**config.mk**
```make
export PLATFORM = sky130hd
export DESIGN_NAME = sensor_reply_frame_parser_flat
export DESIGN_NICKNAME = d
export VERILOG_FILES = /design/src/design/srfp_pkg.sv /design/src/design/srfp_in_if.sv /design/src/design/srfp_out_if.sv /design/src/design/srfp_cell.sv /design/src/design/sensor_reply_frame_parser.sv /design/src/flat_wrapper.sv
export SDC_FILE = /design/constraint.sdc
export NUM_CORES = 1
export LEC_CHECK = 0
export BUFFER_PORTS_ARGS = -buffer_cell sky130_fd_sc_hd__buf_2
export CORE_UTILIZATION = 60
export CTS_CLUSTER_SIZE = 12
export DETAILED_ROUTE_END_ITERATION = 12
export GPL_TIMING_DRIVEN = 0
export PLACE_DENSITY = 0.83
export SYNTH_ARGS = -nofsm -noshare
export SYNTH_HDL_FRONTEND = slang
export SYNTH_SLANG_ARGS = --single-unit
```
**constraint.sdc**
```tcl
create_clock -name i_clk -period 10.7 [get_ports i_clk]
set_input_delay 1.605 -clock i_clk [delete_from_list [all_inputs] [get_ports i_clk]]
set_output_delay 1.605 -clock i_clk [all_outputs]
set_load 0.005 [all_outputs]
```
**src/design/srfp_pkg.sv**
```systemverilog
// ============================================================================
// srfp_pkg
// Shared types and constants for the sensor reply frame parser.
// ============================================================================
package srfp_pkg;

    // Frame delimiters and the command code of a reply frame
    localparam logic [7:0] HEAD_BYTE = 8'hAA;
    localparam logic [7:0] TAIL_BYTE = 8'hAB;
    localparam logic [7:0] REPLY_CMD = 8'hC5;

    // Frame geometry: ten bytes, the head is byte 0 and the tail byte 9
    localparam int FRAME_LEN = 10;
    // Bytes 0..8 are kept in the cell row; the tail is checked on the fly
    localparam int CHAIN_LEN = FRAME_LEN - 1;

    typedef logic [3:0] t_pos;
    typedef logic [7:0] t_byte;

    localparam t_pos POS_HUNT      = 4'd0;
    localparam t_pos POS_FIRST     = 4'd1;
    localparam t_pos SUM_FIRST_POS = 4'd2;
    localparam t_pos SUM_LAST_POS  = 4'd7;
    localparam t_pos POS_LAST      = 4'(FRAME_LEN - 1);

    // Result kinds
    typedef enum logic [1:0] {
        KIND_DATA  = 2'd0,
        KIND_REPLY = 2'd1,
        KIND_ERROR = 2'd2
    } t_frame_kind;

    // Place of frame byte j in the cell row once byte 8 has been shifted in
    function automatic t_pos cell_of(input int j);
        return t_pos'(CHAIN_LEN - 1 - j);
    endfunction

endpackage

```
**src/design/srfp_in_if.sv**
```systemverilog
// ============================================================================
// srfp_in_if
// Byte input channel: valid/ready handshake carrying one received byte.
// ============================================================================
interface srfp_in_if;
    logic       valid;
    logic       ready;
    logic [7:0] rx_byte;

    modport source (output valid, output rx_byte, input ready);
    modport sink   (input valid, input rx_byte, output ready);
endinterface

```
**src/design/srfp_out_if.sv**
```systemverilog
// ============================================================================
// srfp_out_if
// Result channel: valid/ready handshake carrying one decoded frame result.
// ============================================================================
interface srfp_out_if;
    logic        valid;
    logic        ready;
    logic [1:0]  frame_kind;
    logic [15:0] fine_dust_tenths;
    logic [15:0] coarse_dust_tenths;
    logic [7:0]  reply_kind;
    logic [7:0]  reply_arg_a;
    logic [7:0]  reply_arg_b;

    modport source (
        output valid, output frame_kind, output fine_dust_tenths,
        output coarse_dust_tenths, output reply_kind, output reply_arg_a,
        output reply_arg_b, input ready
    );
    modport sink (
        input valid, input frame_kind, input fine_dust_tenths,
        input coarse_dust_tenths, input reply_kind, input reply_arg_a,
        input reply_arg_b, output ready
    );
endinterface

```
**src/design/srfp_cell.sv**
```systemverilog
// ============================================================================
// srfp_cell
// One byte cell of the frame shift row; takes its left neighbor's byte
// on every shift.
// ============================================================================
module srfp_cell (
    input  logic           i_clk,
    input  logic           i_shift,
    input  srfp_pkg::t_byte i_byte,
    output srfp_pkg::t_byte o_byte
);

    srfp_pkg::t_byte r_byte;
    srfp_pkg::t_byte n_byte;

    // hold unless the row moves
    always_comb begin
        n_byte = i_shift ? i_byte : r_byte;
    end

    always_ff @(posedge i_clk) begin
        r_byte <= n_byte;
    end

    assign o_byte = r_byte;

endmodule

```
**src/design/sensor_reply_frame_parser.sv**
```systemverilog
// ============================================================================
// sensor_reply_frame_parser
// Hunts for 10-byte sensor frames in a received byte stream and decodes
// data, command reply and checksum error results.
// ============================================================================
// The parser takes one byte per clock cycle, with no gaps needed between
// bytes, as long as the result register is empty or its result is taken in
// the same cycle. Frame bytes 0..8 shift through a row of nine byte cells
// while a running sum covers bytes 2..7; when the tail byte arrives the
// result is decided in that same cycle and is registered for the result
// channel. Bytes outside a frame are dropped; a frame with a wrong tail
// is dropped without a result and hunting restarts at the next byte.
module sensor_reply_frame_parser (
    input  logic             i_clk,
    input  logic             i_rst_n,
    srfp_in_if.sink          i_rx,
    srfp_out_if.source       o_res
);

    // ------------------------------------------------------------------
    // Input transfer and frame position
    // ------------------------------------------------------------------
    logic                w_accept;
    logic                w_is_head;
    logic                w_is_tail;
    logic                w_in_sum;
    logic                w_shift;
    logic                w_load;
    srfp_pkg::t_pos      r_pos;
    srfp_pkg::t_pos      n_pos;
    srfp_pkg::t_byte     r_sum;
    srfp_pkg::t_byte     n_sum;

    assign i_rx.ready = !o_res.valid || o_res.ready;
    assign w_accept   = i_rx.valid && i_rx.ready;
    assign w_is_head  = (i_rx.rx_byte == srfp_pkg::HEAD_BYTE);
    assign w_is_tail  = (i_rx.rx_byte == srfp_pkg::TAIL_BYTE);
    assign w_in_sum   = (r_pos >= srfp_pkg::SUM_FIRST_POS) &&
                        (r_pos <= srfp_pkg::SUM_LAST_POS);
    assign w_shift    = w_accept && ((r_pos != srfp_pkg::POS_HUNT) || w_is_head);
    assign w_load     = w_accept && (r_pos == srfp_pkg::POS_LAST) && w_is_tail;

    // next position and checksum
    always_comb begin
        n_pos = r_pos;
        n_sum = r_sum;
        if (w_accept) begin
            priority if (r_pos == srfp_pkg::POS_HUNT) begin
                n_pos = w_is_head ? srfp_pkg::POS_FIRST : srfp_pkg::POS_HUNT;
                n_sum = '0;
            end else if (r_pos < srfp_pkg::POS_LAST) begin
                n_pos = r_pos + srfp_pkg::t_pos'(1);
                if (w_in_sum) begin
                    n_sum = r_sum + i_rx.rx_byte;
                end
            end else begin
                // end of frame, or an out-of-range position: back to hunting
                n_pos = srfp_pkg::POS_HUNT;
                n_sum = '0;
            end
        end
    end

    always_ff @(posedge i_clk) begin
        if (!i_rst_n) begin
            r_pos <= srfp_pkg::POS_HUNT;
            r_sum <= '0;
        end else begin
            r_pos <= n_pos;
            r_sum <= n_sum;
        end
    end

    // ------------------------------------------------------------------
    // Row of byte cells: cell 0 takes the received byte
    // ------------------------------------------------------------------
    srfp_pkg::t_byte w_cell [srfp_pkg::CHAIN_LEN];

    for (genvar g = 0; g < srfp_pkg::CHAIN_LEN; g++) begin : g_cell
        srfp_pkg::t_byte w_left;
        if (g == 0) begin : g_head
            assign w_left = i_rx.rx_byte;
        end else begin : g_body
            assign w_left = w_cell[g-1];
        end
        srfp_cell u_cell (
            .i_clk   (i_clk),
            .i_shift (w_shift),
            .i_byte  (w_left),
            .o_byte  (w_cell[g])
        );
    end

    // ------------------------------------------------------------------
    // Frame decode, valid only while the tail byte is on the input
    // ------------------------------------------------------------------
    srfp_pkg::t_byte      w_cmd;
    srfp_pkg::t_byte      w_b2;
    srfp_pkg::t_byte      w_b3;
    srfp_pkg::t_byte      w_b4;
    srfp_pkg::t_byte      w_b5;
    srfp_pkg::t_byte      w_check;
    srfp_pkg::t_frame_kind w_kind;

    assign w_cmd   = w_cell[srfp_pkg::cell_of(1)];
    assign w_b2    = w_cell[srfp_pkg::cell_of(2)];
    assign w_b3    = w_cell[srfp_pkg::cell_of(3)];
    assign w_b4    = w_cell[srfp_pkg::cell_of(4)];
    assign w_b5    = w_cell[srfp_pkg::cell_of(5)];
    assign w_check = w_cell[srfp_pkg::cell_of(8)];

    always_comb begin
        priority if (r_sum != w_check) begin
            w_kind = srfp_pkg::KIND_ERROR;
        end else if (w_cmd == srfp_pkg::REPLY_CMD) begin
            w_kind = srfp_pkg::KIND_REPLY;
        end else begin
            w_kind = srfp_pkg::KIND_DATA;
        end
    end

    // ------------------------------------------------------------------
    // Result register
    // ------------------------------------------------------------------
    logic                  r_valid;
    srfp_pkg::t_frame_kind r_kind;
    logic [15:0]           r_fine;
    logic [15:0]           r_coarse;
    srfp_pkg::t_byte       r_rkind;
    srfp_pkg::t_byte       r_arg_a;
    srfp_pkg::t_byte       r_arg_b;

    always_ff @(posedge i_clk) begin
        if (!i_rst_n) begin
            r_valid <= 1'b0;
        end else if (w_load) begin
            r_valid <= 1'b1;
        end else if (o_res.ready) begin
            r_valid <= 1'b0;
        end
    end

    // payload: fields foreign to the kind read zero
    always_ff @(posedge i_clk) begin
        if (w_load) begin
            r_kind   <= w_kind;
            r_fine   <= (w_kind == srfp_pkg::KIND_DATA)  ? {w_b3, w_b2} : 16'd0;
            r_coarse <= (w_kind == srfp_pkg::KIND_DATA)  ? {w_b5, w_b4} : 16'd0;
            r_rkind  <= (w_kind == srfp_pkg::KIND_REPLY) ? w_b2 : 8'd0;
            r_arg_a  <= (w_kind == srfp_pkg::KIND_REPLY) ? w_b3 : 8'd0;
            r_arg_b  <= (w_kind == srfp_pkg::KIND_REPLY) ? w_b4 : 8'd0;
        end
    end

    assign o_res.valid              = r_valid;
    assign o_res.frame_kind         = r_kind;
    assign o_res.fine_dust_tenths   = r_fine;
    assign o_res.coarse_dust_tenths = r_coarse;
    assign o_res.reply_kind         = r_rkind;
    assign o_res.reply_arg_a        = r_arg_a;
    assign o_res.reply_arg_b        = r_arg_b;

    // ------------------------------------------------------------------
    // Assertions
    // ------------------------------------------------------------------
    a_pos_range: assert property (@(posedge i_clk) disable iff (!i_rst_n)
        r_pos <= srfp_pkg::POS_LAST)
        else $error("frame position beyond last byte");

    a_no_overwrite: assert property (@(posedge i_clk) disable iff (!i_rst_n)
        (o_res.valid && !o_res.ready) |-> !w_accept)
        else $error("byte taken while a result is stalled");

    a_frame_end: assert property (@(posedge i_clk) disable iff (!i_rst_n)
        (w_accept && (r_pos == srfp_pkg::POS_LAST)) |=>
            (r_pos == srfp_pkg::POS_HUNT) && (r_sum == '0))
        else $error("parser did not return to hunting after a frame");

    a_result_follows: assert property (@(posedge i_clk) disable iff (!i_rst_n)
        w_load |=> o_res.valid)
        else $error("tail transfer produced no result");

endmodule

```
**src/flat_wrapper.sv**
```systemverilog
// flat-port wrapper written by rule: the top's interface ports become plain ports
module sensor_reply_frame_parser_flat 
  (i_clk, i_rst_n, i_rx_valid, i_rx_rx_byte, i_rx_ready, o_res_valid, o_res_frame_kind, o_res_fine_dust_tenths, o_res_coarse_dust_tenths, o_res_reply_kind, o_res_reply_arg_a, o_res_reply_arg_b, o_res_ready);
  srfp_in_if i_rx_i ();
  srfp_out_if o_res_i ();
  input  logic i_clk;
  input  logic i_rst_n;
  input wire logic [$bits(i_rx_i.valid)-1:0] i_rx_valid;
  input wire logic [$bits(i_rx_i.rx_byte)-1:0] i_rx_rx_byte;
  output wire logic [$bits(i_rx_i.ready)-1:0] i_rx_ready;
  output wire logic [$bits(o_res_i.valid)-1:0] o_res_valid;
  output wire logic [$bits(o_res_i.frame_kind)-1:0] o_res_frame_kind;
  output wire logic [$bits(o_res_i.fine_dust_tenths)-1:0] o_res_fine_dust_tenths;
  output wire logic [$bits(o_res_i.coarse_dust_tenths)-1:0] o_res_coarse_dust_tenths;
  output wire logic [$bits(o_res_i.reply_kind)-1:0] o_res_reply_kind;
  output wire logic [$bits(o_res_i.reply_arg_a)-1:0] o_res_reply_arg_a;
  output wire logic [$bits(o_res_i.reply_arg_b)-1:0] o_res_reply_arg_b;
  input wire logic [$bits(o_res_i.ready)-1:0] o_res_ready;
  assign i_rx_i.valid = i_rx_valid;
  assign i_rx_i.rx_byte = i_rx_rx_byte;
  assign i_rx_ready = i_rx_i.ready;
  assign o_res_valid = o_res_i.valid;
  assign o_res_frame_kind = o_res_i.frame_kind;
  assign o_res_fine_dust_tenths = o_res_i.fine_dust_tenths;
  assign o_res_coarse_dust_tenths = o_res_i.coarse_dust_tenths;
  assign o_res_reply_kind = o_res_i.reply_kind;
  assign o_res_reply_arg_a = o_res_i.reply_arg_a;
  assign o_res_reply_arg_b = o_res_i.reply_arg_b;
  assign o_res_i.ready = o_res_ready;
  sensor_reply_frame_parser u_core (.i_clk(i_clk), .i_rst_n(i_rst_n), .i_rx(i_rx_i), .o_res(o_res_i));
endmodule
```
==> results of run 1 <==
[power by group through the flow]
| stage | combinational, mW | sequential [mW] | clock [mW] |
|---|---|---|---|
| after global placement | 0.0103 | 0.579 | 0 |
| after CTS | 0.0109 | 0.568 | 0.545 |
| final | 0.0109 | 0.568 | 0.539 |
| after floorplan | 0.00584 | 0.579 | 0 |
| after detailed placement | 0.0109 | 0.579 | 0 |
| after global routing | 0.0123 | 0.567 | 0.565 |
[worst paths after layout]
kind / start / end / slack (ns) / cells after the start
worst max-delay path: o_res_ready / i_rx_ready / 7.09 / 3
worst min-delay path: u_core.g_cell[1].u_cell.o_byte[0] / u_core.g_cell[2].u_cell.o_byte[0] / 0.42 / 0
worst max register to register: u_core.r_pos[0] / u_core.g_cell[0].u_cell.o_byte[6] / 8.32 / 6
worst min register to register: u_core.g_cell[1].u_cell.o_byte[0] / u_core.g_cell[2].u_cell.o_byte[0] / 0.42 / 0
[sequential cells by signal (all words and copies together) (netlist names)]
register                         cells
u_core.r_pos                         4
u_core.o_res.valid                   1
u_core.o_res.fine_dust_tenths       16
u_core.g_cell.u_cell.o_byte         64
u_core.o_res.reply_arg_a             8
u_core.r_sum                         8
u_core.o_res.reply_kind              8
u_core.o_res.reply_arg_b             8
u_core.o_res.frame_kind              2
u_core.o_res.coarse_dust_tenths     16
[cell usage after synthesis (all sizes together) (2+ instances only)]
master | instances | area share
xor2 | 10 | 0.017
ha | 11 | 0.027
o21ai | 6 | 0.0058
nor2b | 2 | 0.0024
a211oi | 3 | 0.0053
inv | 6 | 0.0044
nand2 | 7 | 0.0056
nand3 | 4 | 0.0039
a21o | 2 | 0.0029
dfxtp | 13 | 0.050
a22oi | 5 | 0.0073
and2 | 57 | 0.069
edfxtp | 122 | 0.71
nand2b | 3 | 0.0051
nor2 | 13 | 0.011
nand4 | 3 | 0.0036
buf | 6 | 0.0082
a21oi | 11 | 0.011
nor3 | 2 | 0.0019
xnor2 | 4 | 0.0068
nor4 | 3 | 0.0095
[layout make-up]
type                       instances  area [sq um]
buffer                             7          46.3
clock buffer                      17           414
fill                             481          2010
multi-input combinational        163          1180
inverter                           6          22.5
tap                              105           131
clock inverter                    14           135
sequential                       135          3920
timing repair buffer              73           395
[per-layer routing]
layer / up-vias / track usage / share of wire
li1: 1337 / - / -
met1: 1396 / 0.267 / 0.40
met2: 122 / 0.380 / 0.52
met3: 26 / 0.0588 / 0.057
met4: 0 / 0.122 / 0.029
met5: - / 0 / 0
[cell families (layout without fill, tap and decap cells)]
family          after synthesis  in the layout
xor+xnor                     14             14
buf+inv                      13            117
fa+ha+maj                    13             13
compound gates               34             34
flops                       135            135
mux                           1              1
simple gates                101            101
==> metrics, run 1 <==
Sw Share=0.196; Num CTS Buffers=17; synthesized area=0.00516 sq mm; syn_area_per_cell=16.6 sq um; number of synthesized flops with an enable pin=122; design area=0.00625 sq mm; Post-CTS Setup Inserts=0; Tcrit/Tclk final=0.338; delay-heaviest family, CP=buffers and inverters; Non-Filler Instances=520; Area after DPL=0.00570 sq mm; final setup fails=0; area grow syn2layout=21.0%; Synth Area in XOR/XNOR=0.0238; antenna violations before repair=0; Pre-Repair DR Iteration Count=4; f_max=277 MHz; Hold Vio Cnt, Final=0; drt drc=0; unique cell type count in the Yosys netlist=46; post-synthesis mux area share=0.00291; CTS sink cnt=135; Lkg Pwr=2.13 nW; gr ovfl total=0; root buffer cell=clkbuf_8; Pint=0.899 mW; hold buffers post-CTS=0; CP arrival=2.01 ns; Clock Skew=0.0106 ns; Simple-Gate Fraction of Synth Area=0.124; post-synthesis adder-cell area fraction=0.0327; most common cell after layout, fill and taps aside=edfxtp_1; n_diodes=0; first-pass GRT wire length=14.4 mm; vias=2881; number of synthesized register bits=135; status=completed; core area=0.00826 sq mm; crit path kind=in2out; Top-Level Pins=72; largest net degree at the start of global routing=40; Max Cap Viol=0; slowest CP cell=nand2b_1; most used cell, CP=buf_2; Hold Slack=0.417 ns; sw power=0.219 mW; clk_lat worst skew=0.52 ns; Comb pwr share=0.010; GPL Wtd Cong=0.814; Setup TNS=0 ns; number of global-route vias before repair=2814; Startpoint Class=primary input; Total GRT Usage=0.226; Compound-Gate Fraction of Synth Area=0.0431; worst path cell trace=buf_2, nand2b_1, buf_2; sequential share of the synthesized area=0.760; post-route ant nets=0; clock group share of total power=0.482; worst slew pin tran=0.857 ns; Max clock buf depth=2; Place WS=6.97 ns; max incr delay on CP=0.17 ns; Util after Layout=0.756; ys flop type=edfxtp_1; Critical Path Fanout Max=4; CTS tree=built; Setup crit end kind=primary output; Seq pwr share=0.508; CTS H-tree depth=4; WL final=9.28 mm; initial DRC count=158; Clock Pin Slew Worst Setup and Hold Paths=0.05 ns; Peak VDD IR=0.000131 V; worst path required time=9.10 ns; die width=94.8 um; crit path time final=3.61 ns; Worst slew margin=0.427; fin. max-slew vios=0; Initial Util=0.625; DIE HEIGHT=94.8 um; Via density=5.54; Hold Path Class=reg2reg; YS warnings=0; die area=0.00898 sq mm; worst setup slack after layout=7.09 ns; Gate Count Post-Synth=311; buffers plus inverters on the worst setup path=2; # resized after CTS=0; PwrDens=179 mW/mm^2; largest family of logic cells by synthesized area=simple AND/OR/NAND/NOR gates; RSZ-0062 raised after global routing=no; leading cell types in the layout, fill and taps excluded=edfxtp_1, buf_2, and2_1; # rows=33; share of layout cells above drive strength 1=0.287; ys async rst share=0; Design Power=1.12 mW; dpl cells=489; Syn Nets=335; Port Buffer Count=71; Final #Nets=427; drt wl/cell=17.8 um; Post-DP HPWL=5.73 mm
(Power assumes the default switching activity.)
==> run 2, diff against run 1 <==
CORE_UTILIZATION = 56   (was 60)
PLACE_DENSITY = 0.78   (was 0.83)
clock period = 3.5 ns   (was 10.7 ns; I/O delays follow)
==> metrics, run 2 (same netlist as run 1, synthesis figures left out) <==
crit path kind=reg2reg; Hold Path Class=in2reg; drt wl/cell=15.6 um; Clock Skew=0.00967 ns; Worst path depth=6; delay-heaviest family, CP=simple AND/OR/NAND/NOR gates; GPL Wtd Cong=0.789; initial DRC count=112; slowest CP cell=nor2_4; Post-DP HPWL=5.54 mm; Comb pwr share=0.010; filler instances=555; core area=0.00881 sq mm; Design Power=3.37 mW; worst path cell trace=inv_1, ha_1, nand2b_4, a211oi_1, nor2_4, buf_12; Startpoint Class=flip-flop; RR Startpoint=u_core.r_pos[0]; path depth of the worst reg2reg path=6; worst hold start=i_rx_rx_byte[2]; hold buffers post-CTS=0; Total GRT Usage=0.183; n_diodes=0; Port Buffer Count=71; clock group share of total power=0.475; Post-CTS Setup Inserts=0; antenna violations before repair=0; Setup crit end=u_core.g_cell[7].u_cell.o_byte[4]; Largest register FFs=64; Sw Share=0.201; vias=2735; reg-to-reg endpoint=u_core.g_cell[7].u_cell.o_byte[4]; Critical Path Fanout Max=26; CTS H-tree depth=4; Setup crit end kind=flip-flop; status=finished, violations left; violated checks=design-rule violations; # rows=34; Via density=5.21; drt drc=9; first-pass GRT wire length=13.1 mm; WL final=8.21 mm; FF-to-FF setup slack=1.29 ns; most common cell after layout, fill and taps aside=edfxtp_1; CTS sink cnt=135; buffers plus inverters on the worst setup path=2; Peak VDD IR=0.000284 V; die area=0.00961 sq mm; fin. max-slew vios=0; Num CTS Buffers=17; RSZ-0062 raised after global routing=no; Clock Pin Slew Worst Setup and Hold Paths=0.06 ns; root buffer cell=clkbuf_8; # resized after CTS=0; CP arrival=2.41 ns; Crit. Startpoint=u_core.r_pos[0]; final setup fails=0; Max clock buf depth=2; Hold Vio Cnt, Final=0; Initial Util=0.586; Max Cap Viol=0; number of global-route vias before repair=2691; share of layout cells above drive strength 1=0.290; worst slew pin tran=0.702 ns; max incr delay on CP=0.56 ns; Util after Layout=0.712; Pre-Repair DR Iteration Count=8; PwrDens=537 mW/mm^2; die width=98.0 um; Hold Slack=0.234 ns; gr ovfl total=0; area grow syn2layout=21.5%; crit path time final=2.21 ns; largest net degree at the start of global routing=41; Lkg Pwr=2.13 nW; post-route ant nets=0; Top-Level Pins=72; clk_lat worst skew=0.50 ns; DIE HEIGHT=98.0 um; f_max=452 MHz; Final #Nets=428; Worst slew margin=0.531; Pint=2.69 mW; Seq pwr share=0.515; sw power=0.678 mW; leading cell types in the layout, fill and taps excluded=edfxtp_1, buf_2, and2_1; worst path required time=3.70 ns; CTS tree=built; Tcrit/Tclk final=0.632
==> run 2: final cells by class <==
type,count,area (sq um),share of cell area
Clock inverter,14,126,0.0201
Timing Repair Buffer,74,423,0.0674
Inverter,6,22.5,0.00359
Clock buffer,18,418,0.0666
Multi-Input combinational cell,163,1180,0.188
Sequential cell,135,3920,0.626
Tap cell,108,135,0.0215
Buffer,7,46.3,0.00738
==> run 2: through the flow <==
stage	cells	area, sq um	worst slack, ns	setup TNS, ns
after floorplan	311	5160	0.361	0
after global placement	490	5660	-0.529	-33.75
after detailed placement	493	5730	0.994	0
after CTS	525	6270	1.27	0
after global routing	525	6270	1.16	0
final	525	6270	1.29	0
==> run 2: power groups by stage <==
stage | Combinational [mW] | Sequential, mW | Clock (mW)
2_1_floorplan | 0.0180 | 1.77 | 0
3_3_place_gp | 0.0317 | 1.77 | 0
3_5_place_dp | 0.0336 | 1.77 | 0
4_1_cts | 0.0336 | 1.73 | 1.63
5_1_grt | 0.0372 | 1.73 | 1.70
6_report | 0.0333 | 1.74 | 1.60
==> run 2: routing by layer <==
layer  share of wire  global-route usage
met4           0.011              0.0723
met3           0.046              0.0501
met1            0.44               0.236
met2            0.50               0.297
met5               0                   0
==> run 2: worst min-delay path by stage <==
stage                     cells after the start                                end
final                                         1  u_core.g_cell[0].u_cell.o_byte[2]
after global routing                          1  u_core.g_cell[0].u_cell.o_byte[2]
after CTS                                     1  u_core.g_cell[0].u_cell.o_byte[2]
after detailed placement                      0  u_core.g_cell[2].u_cell.o_byte[2]
after global placement                        0  u_core.g_cell[3].u_cell.o_byte[5]
after floorplan                               0  u_core.g_cell[2].u_cell.o_byte[0]
